File: src/rtl/srfc_pkg.sv
// srfc_pkg: constants, types and the sequencer state type for the secant root finder
// no dependencies
`timescale 1ns / 1ps
package srfc_pkg;
	localparam int WORD_WIDTH = 32;
	localparam int FRAC_BITS = 16;
	localparam int TOL_W = 31;
	localparam int ITER_W = 8;
	localparam int STAT_W = 2;
	localparam int PROD_W = 2 * WORD_WIDTH;
	localparam int CNT_W = $clog2(PROD_W + 1);

	localparam logic [0:0] REG_TOLERANCE = 1'b0;
	localparam logic [0:0] REG_MAX_ITER = 1'b1;
	localparam logic [STAT_W-1:0] ST_CONVERGED = 2'd0;
	localparam logic [STAT_W-1:0] ST_LIMIT = 2'd1;
	localparam logic [STAT_W-1:0] ST_ZERO_DEN = 2'd2;

	localparam logic signed [WORD_WIDTH-1:0] WMAX = {1'b0, {(WORD_WIDTH-1){1'b1}}};
	localparam logic signed [WORD_WIDTH-1:0] WMIN = {1'b1, {(WORD_WIDTH-1){1'b0}}};
	localparam logic signed [WORD_WIDTH-1:0] FIVE =
		WORD_WIDTH'(5) <<< FRAC_BITS;

	typedef logic signed [WORD_WIDTH-1:0] word_t;

	typedef enum logic [3:0] {
		S_IDLE, S_CHECK, S_F0A, S_F0B, S_F0C, S_FPA, S_FPB, S_FPC,
		S_DEN, S_NUM, S_DIV, S_STEP, S_DONE
	} state_t;

	typedef struct packed {
		logic start;
		logic busy;
	} div_ctl_t;

	function automatic word_t sat_add(input word_t a, input word_t b);
		logic signed [WORD_WIDTH:0] s;
		s = {a[WORD_WIDTH-1], a} + {b[WORD_WIDTH-1], b};
		if (s[WORD_WIDTH] != s[WORD_WIDTH-1])
			return s[WORD_WIDTH] ? WMIN : WMAX;
		return s[WORD_WIDTH-1:0];
	endfunction

	function automatic word_t sat_sub(input word_t a, input word_t b);
		logic signed [WORD_WIDTH:0] s;
		s = {a[WORD_WIDTH-1], a} - {b[WORD_WIDTH-1], b};
		if (s[WORD_WIDTH] != s[WORD_WIDTH-1])
			return s[WORD_WIDTH] ? WMIN : WMAX;
		return s[WORD_WIDTH-1:0];
	endfunction

	function automatic logic [WORD_WIDTH-1:0] mag(input word_t v);
		return v[WORD_WIDTH-1] ? WORD_WIDTH'(-v) : v;
	endfunction

	// saturate sign plus wide magnitude to the word range
	function automatic word_t sat_mag(input logic neg, input logic [PROD_W-1:0] m);
		logic [PROD_W-1:0] lim;
		logic [PROD_W-1:0] v;
		lim = neg ? PROD_W'({1'b1, {(WORD_WIDTH-1){1'b0}}})
			: PROD_W'({1'b0, {(WORD_WIDTH-1){1'b1}}});
		v = (m > lim) ? lim : m;
		return neg ? word_t'(-v[WORD_WIDTH-1:0]) : word_t'(v[WORD_WIDTH-1:0]);
	endfunction
endpackage

File: src/rtl/srfc_mul.sv
// srfc_mul: shared registered q-format multiplier, one product per call
// depends on srfc_pkg
`timescale 1ns / 1ps
module srfc_mul import srfc_pkg::*; (
	input  logic clk,
	input  word_t a,
	input  word_t b,
	output word_t q,
	output logic [PROD_W-1:0] raw_mag,
	output logic raw_neg
);
	logic [PROD_W-1:0] p;
	logic [PROD_W-1:0] sh;
	assign p = PROD_W'(mag(a)) * PROD_W'(mag(b));
	assign sh = p >> FRAC_BITS;
	always_ff @(posedge clk) begin
		q <= sat_mag(a[WORD_WIDTH-1] ^ b[WORD_WIDTH-1], sh);
		raw_mag <= p;
		raw_neg <= a[WORD_WIDTH-1] ^ b[WORD_WIDTH-1];
	end
endmodule

File: config.mk
export PLATFORM = sky130hd
export DESIGN_NAME = srfc_mul
export DESIGN_NICKNAME = d
export VERILOG_FILES = /design/src/rtl/srfc_pkg.sv /design/src/rtl/srfc_mul.sv
export SDC_FILE = /design/constraint.sdc
export NUM_CORES = 2
export LEC_CHECK = 0
export ABC_AREA = 0
export BUFFER_PORTS_ARGS = -buffer_cell sky130_fd_sc_hd__buf_4
export CORE_MARGIN = 4
export CORE_UTILIZATION = 58
export CTS_CLUSTER_DIAMETER = 30
export DETAILED_ROUTE_END_ITERATION = 6
export PLACE_DENSITY_LB_ADDON = 0.1
export SLEW_MARGIN = 5
export SYNTH_ARGS = -nofsm -noshare
export SYNTH_HDL_FRONTEND = slang
export SYNTH_SLANG_ARGS = --single-unit
File: constraint.sdc
create_clock -name clk -period 44.9 [get_ports clk]
set_clock_uncertainty 0.05 [all_clocks]
set_input_delay 8.98 -clock clk [delete_from_list [all_inputs] [get_ports clk]]
set_output_delay 8.98 -clock clk [all_outputs]
set_load 0.005 [all_outputs]
==> impl_metrics.tcl <==
set metrics [dict create \
    crit_required_ns 45.06 \
    synth.net_count 5751 \
    status "complete, no violations" \
    grt_overflow 0 \
    cts_buffers 9 \
    path_clk_slew_ns 0.07 \
    crit_path_end_kind "register" \
    synth.cell_area_um2 38540 \
    io_buffer_count 161 \
    synth-edff-count 0 \
    worstMarginPinSlew_ns 1.232 \
    postCtsHoldBufs 0 \
    dp_hpwl_mm 103.4 \
    drcViolationCount 0 \
    wl_per_cell_um 22.88 \
    fin_util_pct 63.01 \
    syn_area_per_cell_um2 8.579 \
    syn2layout_area_growth_pct 7.689 \
    core-area_um2 65860 \
    fin_crit_sh_pct 52.78 \
    grt_pass1_wl_mm 195.4 \
    grt_usage_pct 36.00 \
    max_stage_delay_ns 0.76 \
    clock-sinks 97 \
    ant_nets 0 \
    via_per_inst 5.876 \
    diodes 0 \
    yosysWarnings 0 \
    async_reset_ff_share_pct 0 \
    final-setup-viol-count 0 \
    die_x_um 265.8 \
    hold_class "in -> reg" \
    start_util_pct 58.51 \
    routed_wirelength_mm 124.4 \
    ctsLongestPathBuffers 2 \
    root_buffer "clkbuf_16" \
    criticalPathCategory "in -> reg" \
    drt_iter0_drc 3006 \
    final-hold-violation-count 0 \
    cp_common_cell "fa_1" \
    cts_setup_buffers 0 \
    antenna_found_initial 0 \
    fin_setup_tns_ns 0 \
    fp-row-count 94 \
    slew_headroom_pct 17.47 \
    cts_tree "done" \
    grt_pass1_vias 32980 \
    finalWorstPathRequiredPeriod_ns 23.70 \
    critPathLaunchType "input port" \
    grt_max_degree 64 \
    drive_gt1_share_pct 8.069 \
    vias 31950 \
    nets 5827 \
    ios 162 \
    synth-seq-cells 97 \
    crit_fanout 27 \
    max_freq_ghz 0.04220 \
    synth_cells 4492 \
    holdWs_ns 9.325 \
    post_cts_resized 0 \
    slew_violations 0 \
    synth_cell_types 87 \
    cap_violations 0 \
    ys.flop_type "dfxtp_1" \
    crit_arrival_ns 23.86 \
    cp_slowest_cell "nor2_2" \
    rsz0062_at_grt "no" \
    routabilityCongestion 0.9766 \
    firstDrtPassIters 6 \
    h-tree-depth 3 \
    die_h_um 265.8 \
    n_fill_cell 5781 \
    seq_area_frac_synth_pct 5.039 \
    die-area_um2 70630 \
]
[cell usage after synthesis, types with 9 or more instances]
| master | n | area [µm²] |
|---|---|---|
| a211o_1 | 9 | 78.83 |
| a211oi_1 | 13 | 97.59 |
| a21o_1 | 43 | 322.8 |
| a21oi_1 | 103 | 515.5 |
| a31oi_1 | 15 | 93.84 |
| and2_1 | 32 | 200.2 |
| and3_1 | 16 | 100.1 |
| and4_1 | 10 | 87.58 |
| buf_2 | 19 | 95.09 |
| clkbuf_1 | 182 | 683.2 |
| dfxtp_1 | 97 | 1942 |
| fa_1 | 896 | 17940 |
| ha_1 | 298 | 3729 |
| inv_1 | 883 | 3314 |
| mux2i_1 | 9 | 90.09 |
| nand2_1 | 698 | 2620 |
| nand2b_1 | 18 | 112.6 |
| nand3_1 | 34 | 170.2 |
| nand4_1 | 39 | 244.0 |
| nor2_1 | 542 | 2034 |
| nor3_1 | 49 | 245.2 |
| nor4_1 | 17 | 106.4 |
| o211ai_1 | 12 | 90.09 |
| o21a_1 | 17 | 127.6 |
| o21ai_0 | 66 | 330.3 |
| o21ai_1 | 11 | 55.05 |
| o21bai_1 | 11 | 82.58 |
| o31a_1 | 11 | 96.34 |
| o31ai_1 | 16 | 120.1 |
| or3_1 | 24 | 150.1 |
| or4_1 | 15 | 112.6 |
| xnor2_1 | 76 | 665.6 |
| xor2_1 | 73 | 639.4 |
[area by class of cell]
type	count	area, µm²	area share, %
well taps	864	1081	2.605
multi-input cells	3301	32790	79.02
clock inverters	6	56.30	0.1357
flip-flops and latches	97	1942	4.679
clock buffers	10	239.0	0.5759
repair buffers	276	2072	4.993
inverters	883	3314	7.987
[per-layer routing]
layer  part of all wire (%)  global-route usage, %  vias to the layer above
li1                       -                      -                    13840
met1                     39                  49.72                    16060
met2                     44                  55.23                     1749
met3                     12                  10.41                      301
met4                    4.3                  12.16                        0
met5                      0                      0                        -
[kinds of logic after synthesis]
| logic type | Yosys count | share of synthesized area [%] |
|---|---|---|
| flip-flops | 97 | 5.039 |
| AND/OR/NAND/NOR | 1534 | 16.90 |
| buffers and inverters | 1094 | 10.83 |
| multiplexers | 11 | 0.2922 |
| adder cells (fa/ha/maj) | 1194 | 56.22 |
| AO/OA/AOI/OAI | 413 | 7.322 |
| XOR/XNOR | 149 | 3.386 |
[worst paths after layout]
| check | from | endpoint | slack (ns) | cells past startpoint |
|---|---|---|---|---|
| max | a[3] | q[28] | 21.20 | 47 |
| min | b[0] | raw_mag[0] | 9.32 | 3 |
[through the flow]
stage / instances / cell area [µm²] / setup slack [ns]
floorplan: 4492 / 38540 / 23.51
global placement: 5421 / 41200 / 21.42
detailed placement: 5421 / 41200 / 21.04
CTS: 5437 / 41500 / 21.37
global route: 5437 / 41500 / 20.38
finish: 5437 / 41500 / 21.20
[state kept, by name (all words and copies together) (netlist names)]
register / count
q: 32
raw_mag: 64
raw_neg: 1
[worst max-delay path, delay by kind of cell]
family	cells	cell delay, ns
adder cells (fa/ha/maj)	11	5.11
AND/OR/NAND/NOR	14	4.75
AO/OA/AOI/OAI	13	3.53
buffers and inverters	7	0.78
XOR/XNOR	2	0.65
[cell usage in the layout, fill, tap and decap left out, drive strengths merged, types with 10 or more instances in the layout]
master	n
o31a	11
a21oi	103
nand2b	18
o21a	17
nand3	34
or3	24
clkbuf	10
fa	896
and3	16
nor2	543
nand2	701
buf	276
nand4	39
xor2	73
o21ai	79
and2	33
dfxtp	97
a21o	43
a211oi	15
xnor2	76
and4	11
inv	886
nor3	55
or4	15
o21bai	11
o211ai	13
nor4	17
ha	298
a31oi	15
o31ai	16
Power is left out: the tool's default activity adds up to more than one toggle a clock period on the data nets, which glitch-free logic cannot reach.
