**src/rtl/srfc_pkg.sv**
```systemverilog
// srfc_pkg: constants, types and the sequencer state type for the secant root finder
// no dependencies
`timescale 1ns / 1ps
package srfc_pkg;
	localparam int WORD_WIDTH = 32;
	localparam int FRAC_BITS = 16;
	localparam int TOL_W = 31;
	localparam int ITER_W = 8;
	localparam int STAT_W = 2;
	localparam int PROD_W = 2 * WORD_WIDTH;
	localparam int CNT_W = $clog2(PROD_W + 1);

	localparam logic [0:0] REG_TOLERANCE = 1'b0;
	localparam logic [0:0] REG_MAX_ITER = 1'b1;
	localparam logic [STAT_W-1:0] ST_CONVERGED = 2'd0;
	localparam logic [STAT_W-1:0] ST_LIMIT = 2'd1;
	localparam logic [STAT_W-1:0] ST_ZERO_DEN = 2'd2;

	localparam logic signed [WORD_WIDTH-1:0] WMAX = {1'b0, {(WORD_WIDTH-1){1'b1}}};
	localparam logic signed [WORD_WIDTH-1:0] WMIN = {1'b1, {(WORD_WIDTH-1){1'b0}}};
	localparam logic signed [WORD_WIDTH-1:0] FIVE =
		WORD_WIDTH'(5) <<< FRAC_BITS;

	typedef logic signed [WORD_WIDTH-1:0] word_t;

	typedef enum logic [3:0] {
		S_IDLE, S_CHECK, S_F0A, S_F0B, S_F0C, S_FPA, S_FPB, S_FPC,
		S_DEN, S_NUM, S_DIV, S_STEP, S_DONE
	} state_t;

	typedef struct packed {
		logic start;
		logic busy;
	} div_ctl_t;

	function automatic word_t sat_add(input word_t a, input word_t b);
		logic signed [WORD_WIDTH:0] s;
		s = {a[WORD_WIDTH-1], a} + {b[WORD_WIDTH-1], b};
		if (s[WORD_WIDTH] != s[WORD_WIDTH-1])
			return s[WORD_WIDTH] ? WMIN : WMAX;
		return s[WORD_WIDTH-1:0];
	endfunction

	function automatic word_t sat_sub(input word_t a, input word_t b);
		logic signed [WORD_WIDTH:0] s;
		s = {a[WORD_WIDTH-1], a} - {b[WORD_WIDTH-1], b};
		if (s[WORD_WIDTH] != s[WORD_WIDTH-1])
			return s[WORD_WIDTH] ? WMIN : WMAX;
		return s[WORD_WIDTH-1:0];
	endfunction

	function automatic logic [WORD_WIDTH-1:0] mag(input word_t v);
		return v[WORD_WIDTH-1] ? WORD_WIDTH'(-v) : v;
	endfunction

	// saturate sign plus wide magnitude to the word range
	function automatic word_t sat_mag(input logic neg, input logic [PROD_W-1:0] m);
		logic [PROD_W-1:0] lim;
		logic [PROD_W-1:0] v;
		lim = neg ? PROD_W'({1'b1, {(WORD_WIDTH-1){1'b0}}})
			: PROD_W'({1'b0, {(WORD_WIDTH-1){1'b1}}});
		v = (m > lim) ? lim : m;
		return neg ? word_t'(-v[WORD_WIDTH-1:0]) : word_t'(v[WORD_WIDTH-1:0]);
	endfunction
endpackage

```
**src/rtl/srfc_div.sv**
```systemverilog
// srfc_div: restoring bit-serial divider, wide magnitude by word magnitude
// depends on srfc_pkg
`timescale 1ns / 1ps
module srfc_div import srfc_pkg::*; (
	input  logic clk,
	input  logic arst_n,
	input  logic start,
	input  logic [PROD_W-1:0] num,
	input  logic [WORD_WIDTH-1:0] den,
	output div_ctl_t ctl,
	output logic [PROD_W-1:0] quo
);
	logic [PROD_W-1:0] n_q;
	logic [WORD_WIDTH:0] r_q;
	logic [WORD_WIDTH-1:0] d_q;
	logic [CNT_W-1:0] cnt_q;
	logic [WORD_WIDTH:0] rs;
	logic ge;
	assign rs = {r_q[WORD_WIDTH-1:0], n_q[PROD_W-1]};
	assign ge = rs >= {1'b0, d_q};
	assign ctl.start = start;
	assign ctl.busy = cnt_q != '0;
	always_ff @(posedge clk or negedge arst_n) begin
		if (!arst_n) begin
			cnt_q <= '0;
		end else if (start) begin
			cnt_q <= CNT_W'(PROD_W);
		end else if (cnt_q != '0) begin
			cnt_q <= cnt_q - 1'b1;
		end
	end
	always_ff @(posedge clk) begin
		if (start) begin
			n_q <= num;
			d_q <= den;
			r_q <= '0;
			quo <= '0;
		end else if (cnt_q != '0) begin
			n_q <= n_q << 1;
			r_q <= ge ? rs - {1'b0, d_q} : rs;
			quo <= {quo[PROD_W-2:0], ge};
		end
	end
endmodule

```
**config.mk**
```make
export PLATFORM = sky130hd
export DESIGN_NAME = srfc_div
export DESIGN_NICKNAME = d
export VERILOG_FILES = /design/src/rtl/srfc_pkg.sv /design/src/rtl/srfc_div.sv
export SDC_FILE = /design/constraint.sdc
export NUM_CORES = 1
export LEC_CHECK = 0
export BUFFER_PORTS_ARGS = -buffer_cell sky130_fd_sc_hd__clkbuf_2
export CAP_MARGIN = 20
export CORE_AREA = 2 2 112 223
export DETAILED_ROUTE_END_ITERATION = 10
export DIE_AREA = 0 0 114 225
export GPL_ROUTABILITY_DRIVEN = 0
export GPL_TIMING_DRIVEN = 0
export PLACE_DENSITY = 0.59
export REMOVE_ABC_BUFFERS = 1
export SETUP_SLACK_MARGIN = 0.3
export SYNTH_ARGS = -nofsm -noshare
export SYNTH_HDL_FRONTEND = slang
export SYNTH_SLANG_ARGS = --single-unit
```
**constraint.sdc**
```tcl
create_clock -name clk -period 5.45 [get_ports clk]
set_clock_uncertainty 0.15 [all_clocks]
set_input_delay 0.545 -clock clk [delete_from_list [all_inputs] [get_ports clk]]
set_output_delay 0.545 -clock clk [all_outputs]
set_load 0.05 [all_outputs]
```
==> results of run 1 <==
## worst min path at each step
stage	from	endpoint	slack [ps]	cells after the start
6_report	den[29]	d_q[29]$_DFFE_PP_	110	1
5_1_grt	den[29]	d_q[29]$_DFFE_PP_	90	1
4_1_cts	den[29]	d_q[29]$_DFFE_PP_	90	1
3_5_place_dp	arst_n	cnt_q[3]$_DFFE_PN0P_	240	1
3_3_place_gp	arst_n	cnt_q[4]$_DFFE_PN0P_	250	1
2_1_floorplan	arst_n	cnt_q[0]$_DFFE_PN0P_	100	0
## cell families after synthesis
family          share of synthesized area (%)
flops                                    52.4
fa+ha+maj                                4.56
compound gates                           14.9
buf+inv                                  4.48
xor+xnor                                 2.86
simple gates                             12.9
mux                                      7.90
## cell type report
type	instances	area, sq um
Clock buffer	24	558
Fill cell	2305	12600
Clock inverter	8	67.6
Tap cell	287	359
Inverter	50	190
Sequential cell	199	4980
Timing Repair Buffer	170	955
Multi-Input combinational cell	639	4120
## power breakdown
part / leakage (nW) / internal, W / total, W / switching (W)
clock: 0.315 / 0.000730 / 0.00132 / 0.000590
combinational: 2.65 / 0.000376 / 0.000903 / 0.000526
sequential: 1.85 / 0.00176 / 0.00184 / 0.0000786
total: 4.82 / 0.00287 / 0.00407 / 0.00120
## per-stage QoR
step / cells / TNS, ps / total power, W
after global routing: 1377 / 0 / 0.00428
after CTS: 1377 / 0 / 0.00412
final: 1377 / 0 / 0.00407
after floorplan: 888 / -158540 / 0.00250
after detailed placement: 1344 / 0 / 0.00278
after global placement: 1339 / -785830 / 0.00276
## worst max-delay path: cells and delay by family (launching register included)
kind                       cells  cell delay [ps]
AOI/OAI and AO/OA              5             1710
and+or+nand+nor                3              670
DFF                            1              370
buffers and inverters          2              360
adders and majority gates      1              320
## registers in the layout (all words and copies together), names as in the netlist
name and count:
r_q 32, quo 64, n_q 64, d_q 32
cnt_q 7
## layout by cell type, fill, tap and decap left out, drive strengths merged, types with 3 or more instances in the layout
| cell type | instances |
|---|---|
| xnor2 | 15 |
| ha | 33 |
| clkbuf | 188 |
| and3 | 7 |
| o21ai | 28 |
| mux2i | 3 |
| and4 | 4 |
| nand3 | 6 |
| nor2b | 7 |
| buf | 5 |
| clkinv | 4 |
| a21oi | 107 |
| nor3b | 3 |
| a21o | 12 |
| nor2 | 49 |
| o211a | 13 |
| a41oi | 3 |
| dfxtp | 96 |
| nand2b | 3 |
| edfxtp | 96 |
| nor3 | 16 |
| mux2 | 64 |
| o21bai | 5 |
| o211ai | 12 |
| nand2 | 165 |
| a211o | 4 |
| a31oi | 4 |
| a221oi | 3 |
| xor2 | 16 |
| a211oi | 19 |
| and2 | 3 |
| nand4 | 12 |
| inv | 54 |
| dfrtp | 7 |
## what timing repair did
| action | in CTS | in global routing |
|---|---|---|
| endpoints found under the hold margin | 7 | 0 |
| hold buffers | 1 | 0 |
| setup buffers | 0 | 0 |
## routing by layer
layer | part of all wire, % | vias up | routed length (um) | track usage (%)
li1 | - | 3604 | - | -
met1 | 36 | 3460 | 8290 | 18.7
met2 | 56 | 152 | 12900 | 34.5
met3 | 5.8 | 21 | 1310 | 6.02
met4 | 1.5 | 0 | 342 | 6.02
met5 | 0 | - | 0 | 0
==> results.ini, run 1 <==
[timing]
slew_viol_final = 0
final.setup.worst_slack_ps = 1730
finalSetupViolCount = 0
period_needed_ps = 3720
worst_slew_pin_slew_ps = 874
slew_headroom_pct = 41.7
rsz0062_at_grt = no
holdWs_ps = 113
hold_violations = 0
post-route-period-util_pct = 68.3
fmax_ghz = 0.268

[floorplanning]
rows = 80
die_h_um = 225
dieArea_sq_mm = 0.0257
initial_core_util_pct = 39.9
core_area_sq_mm = 0.0238
die_w_um = 114
pin_count = 165

[routing]
ant_nets = 0
wl_per_cell_um = 16.6
via_count = 7237
wl_um = 22800
drt-pass1-iter-count = 6
drc = 0
viasPerCell = 5.26
drt_iter0_markers = 300

[clock_network]
insertion_delay_ps = 450
cts_tree = done
htree_levels = 4
cts_resized = 0
root_buffer = clkbuf_16
cts_made_buffers = 17
cts.clk_slew.worst_paths_ps = 70
clockBufferDepth = 2
cts_num_sinks = 199

[job]
max_cap_violations = 0

[synth]
synth-edff-count = 96
synth_flop_cell = edfxtp_1
synthCells = 943
synthArstFlopShare_pct = 3.52
avgSynthCellArea_sq_um = 10.1
synth.area.top_cells = edfxtp_1 30%, dfxtp_1 20%, mux2_2 7.6%
yosysTopAreaCellShare_pct = 30.3
synth_most_common_cell = nand2_1
synth.distinct_cells = 58
yosysWarnings = 0
synth.top_cells.by_count = 165 x nand2_1, 106 x a21oi_1, 96 x dfxtp_1, 96 x edfxtp_1, 64 x mux2_2
synth_area_sq_mm = 0.00950
yosysSeqAreaShare_pct = 52.4
ys_seq_elements = 199
yosysTopAreaCell = edfxtp_1

[worst_setup_path]
cp_slowest_cell = o21ai_4
crit_start = d_q[6]$_DFFE_PP_
reg2reg_from = d_q[6]$_DFFE_PP_
critPathRequiredTime_ps = 5610
crit_chain = inv_1, ha_1, a211o_1, a21oi_2, or4b_4, a32o_1, o21ai_4, buf_12, nor2_1, a211oi_1, nor3_1
endpoint = r_q[6]$_SDFFE_PP0P_
cp_slowest_stage_delay_ps = 600
cp_max_fo = 36
worstReg2RegEnd = r_q[6]$_SDFFE_PP0P_
worst_ep_arrival_time_ps = 3890
r2r_slack_ps = 1730
start_kind = register
ff2ff_path_depth = 11
worst_setup_path_end_kind = register
crit_type = register to register

[worst_hold_path]
hold_class = input pin to register

[placed_design]
place.port_buffers = 164
place_ws_ps = 1770
dpl.hpwl_um = 16400
place_area_sq_mm = 0.0106

[run_status]
status = finished, final reports clean

[grt]
grt_pass1_wl_um = 36800
grt-ovfl-total = 0
grt_max_degree = 122
gr-usage-all-layers_pct = 18.3
grt_pass1_vias = 7246
antenna_found_initial = 0

[final_layout]
drive_above_1_share_pct = 25.1
nNetsFinal = 1210
fin_area_sq_mm = 0.0112
fin_util_pct = 47.1
areaGrowthSynthToFinish_pct = 18.2
antenna_cells = 0

[power_and_ir_drop]
vdd_ir_drop_max_mv = 0.232
power_density_mw_per_mm2 = 362
p_leak_nw = 4.82

(Power assumes the default switching activity.)
==> run 2: changes to the inputs <==
Settings changed: PLACE_DENSITY 0.59 to 0.61.
Clock period 5.45 ns to 3.35 ns, I/O delays scaled along.
==> results.ini, run 2 (same netlist as run 1, synthesis figures left out) <==
[grt]
grt_pass1_vias = 7568
grt_pass1_wl_um = 37700
grt_max_degree = 120
antenna_found_initial = 0
grt-ovfl-total = 0
gr-usage-all-layers_pct = 18.6

[timing]
fmax_ghz = 0.322
worst_slew_pin_slew_ps = 878
final.setup.worst_slack_ps = 249
holdWs_ps = 25.5
hold_violations = 0
post-route-period-util_pct = 92.6
rsz0062_at_grt = yes
slew_headroom_pct = 41.4
finalSetupViolCount = 0
period_needed_ps = 3100
tns_ps = 0
slew_viol_final = 0

[clock_network]
insertion_delay_ps = 440
cts_tree = done
cts_num_sinks = 199
cts_made_buffers = 17
root_buffer = clkbuf_16
clockBufferDepth = 2
cts.clk_slew.worst_paths_ps = 70
htree_levels = 4

[worst_setup_path]
start_kind = register
cp_max_fo = 9
critPathRequiredTime_ps = 3530
worst_setup_path_end_kind = register
crit_type = register to register
worst_ep_arrival_time_ps = 3280

[routing]
viasPerCell = 5.25
ant_nets = 0
via_count = 7519
drc = 0
wl_um = 24100
drt_iter0_markers = 278
wl_per_cell_um = 16.8
drt-pass1-iter-count = 4

[floorplanning]
die_h_um = 225
core_area_sq_mm = 0.0238
die_w_um = 114
pin_count = 165
initial_core_util_pct = 39.9
rows = 80
dieArea_sq_mm = 0.0257

[final_layout]
final_common_cell = clkbuf_2
final_cell_mix = 163 x clkbuf_2, 160 x nand2_1, 102 x a21oi_1, 96 x edfxtp_1, 96 x dfxtp_1
largestRegisters = n_q x64, quo x64
n_fill_cell = 2235
fin_util_pct = 50.4
areaGrowthSynthToFinish_pct = 26.4
drive_above_1_share_pct = 29.1
nNetsFinal = 1266
antenna_cells = 0

[run_status]
status = finished, final reports clean

[power_and_ir_drop]
power_density_mw_per_mm2 = 546
p_leak_nw = 5.09
vdd_ir_drop_max_mv = 0.462

[placed_design]
dpl.hpwl_um = 16100
place_ws_ps = -343
place.port_buffers = 164

[worst_hold_path]
hold_class = input pin to register

[job]
max_cap_violations = 0

==> run 2: cell count changes in the layout (fill, tap and decap cells not counted), sizes merged <==
cell	before	now
dlygate4sd3	1	33
o21ai	28	29
clkinvlp	0	1
buf	5	26
clkbuf	188	189
==> run 2: routing by layer <==
metal | GRT usage (%) | up-vias | part of all wire, %
li1 | - | 3728 | -
met1 | 18.8 | 3558 | 36
met2 | 34.1 | 187 | 55
met3 | 5.84 | 46 | 5.1
met4 | 8.65 | 0 | 3.9
met5 | 0 | - | 0
==> run 2: what timing repair did <==
action,CTS,global route
gates resized for setup,24,42
endpoints found under the hold margin,39,0
pin swaps,6,16
hold buffers,33,0
endpoints found under the setup margin,34,34
gates cloned,3,2
setup buffers,12,7
==> run 2: layout make-up <==
class                      instances  area (sq um)  share of cell area (%)
multi-input combinational        640          4370                    36.4
timing repair buffer             225          1570                    13.1
tap                              287           359                    2.99
sequential                       199          4980                    41.5
clock buffer                      23           458                    3.81
clock inverter                     9          70.1                   0.584
inverter                          50           195                    1.63
==> run 2: metrics by stage <==
stage                     instances  cell area [sq um]  power [W]
after detailed placement       1344              10600    0.00453
after global placement         1339              10400    0.00449
final                          1433              12000    0.00655
after floorplan                 888               9260    0.00406
after CTS                      1424              11700    0.00653
after global routing           1433              12000    0.00691
==> run 2: report_power, final <==
| group | total [W] | switching, W | internal (W) |
|---|---|---|---|
| Clock | 0.00190 | 0.000922 | 0.000982 |
| Combinational | 0.00164 | 0.000936 | 0.000706 |
| Sequential | 0.00301 | 0.000137 | 0.00287 |
==> run 2: worst paths after layout <==
kind / start / endpoint / slack, ps / depth (start not counted)
max: d_q[6]$_DFFE_PP_ / r_q[20]$_SDFFE_PP0P_ / 250 / 12
min: num[0] / n_q[0]$_SDFFCE_PN0P_ / 30 / 2
max reg2reg: d_q[6]$_DFFE_PP_ / r_q[20]$_SDFFE_PP0P_ / 250 / 12
min reg2reg: quo[63]$_SDFFE_PP0P_ / quo[63]$_SDFFE_PP0P_ / 310 / 2
max in group asynchronous: arst_n / cnt_q[6]$_DFFE_PN0P_ / 2750 / 2
min in group asynchronous: arst_n / cnt_q[5]$_DFFE_PN0P_ / 130 / 2
==> run 2: worst max-delay path: stages (launching register included) <==
cell,delay [ps]
edfxtp_1,380
inv_2,80
ha_4,210
a211o_1,270
a21oi_2,180
or4b_4,510
a32o_2,340
o21ai_4,200
buf_6,140
buf_8,120
clkbuf_16,160
o211ai_1,100
o211a_1,140
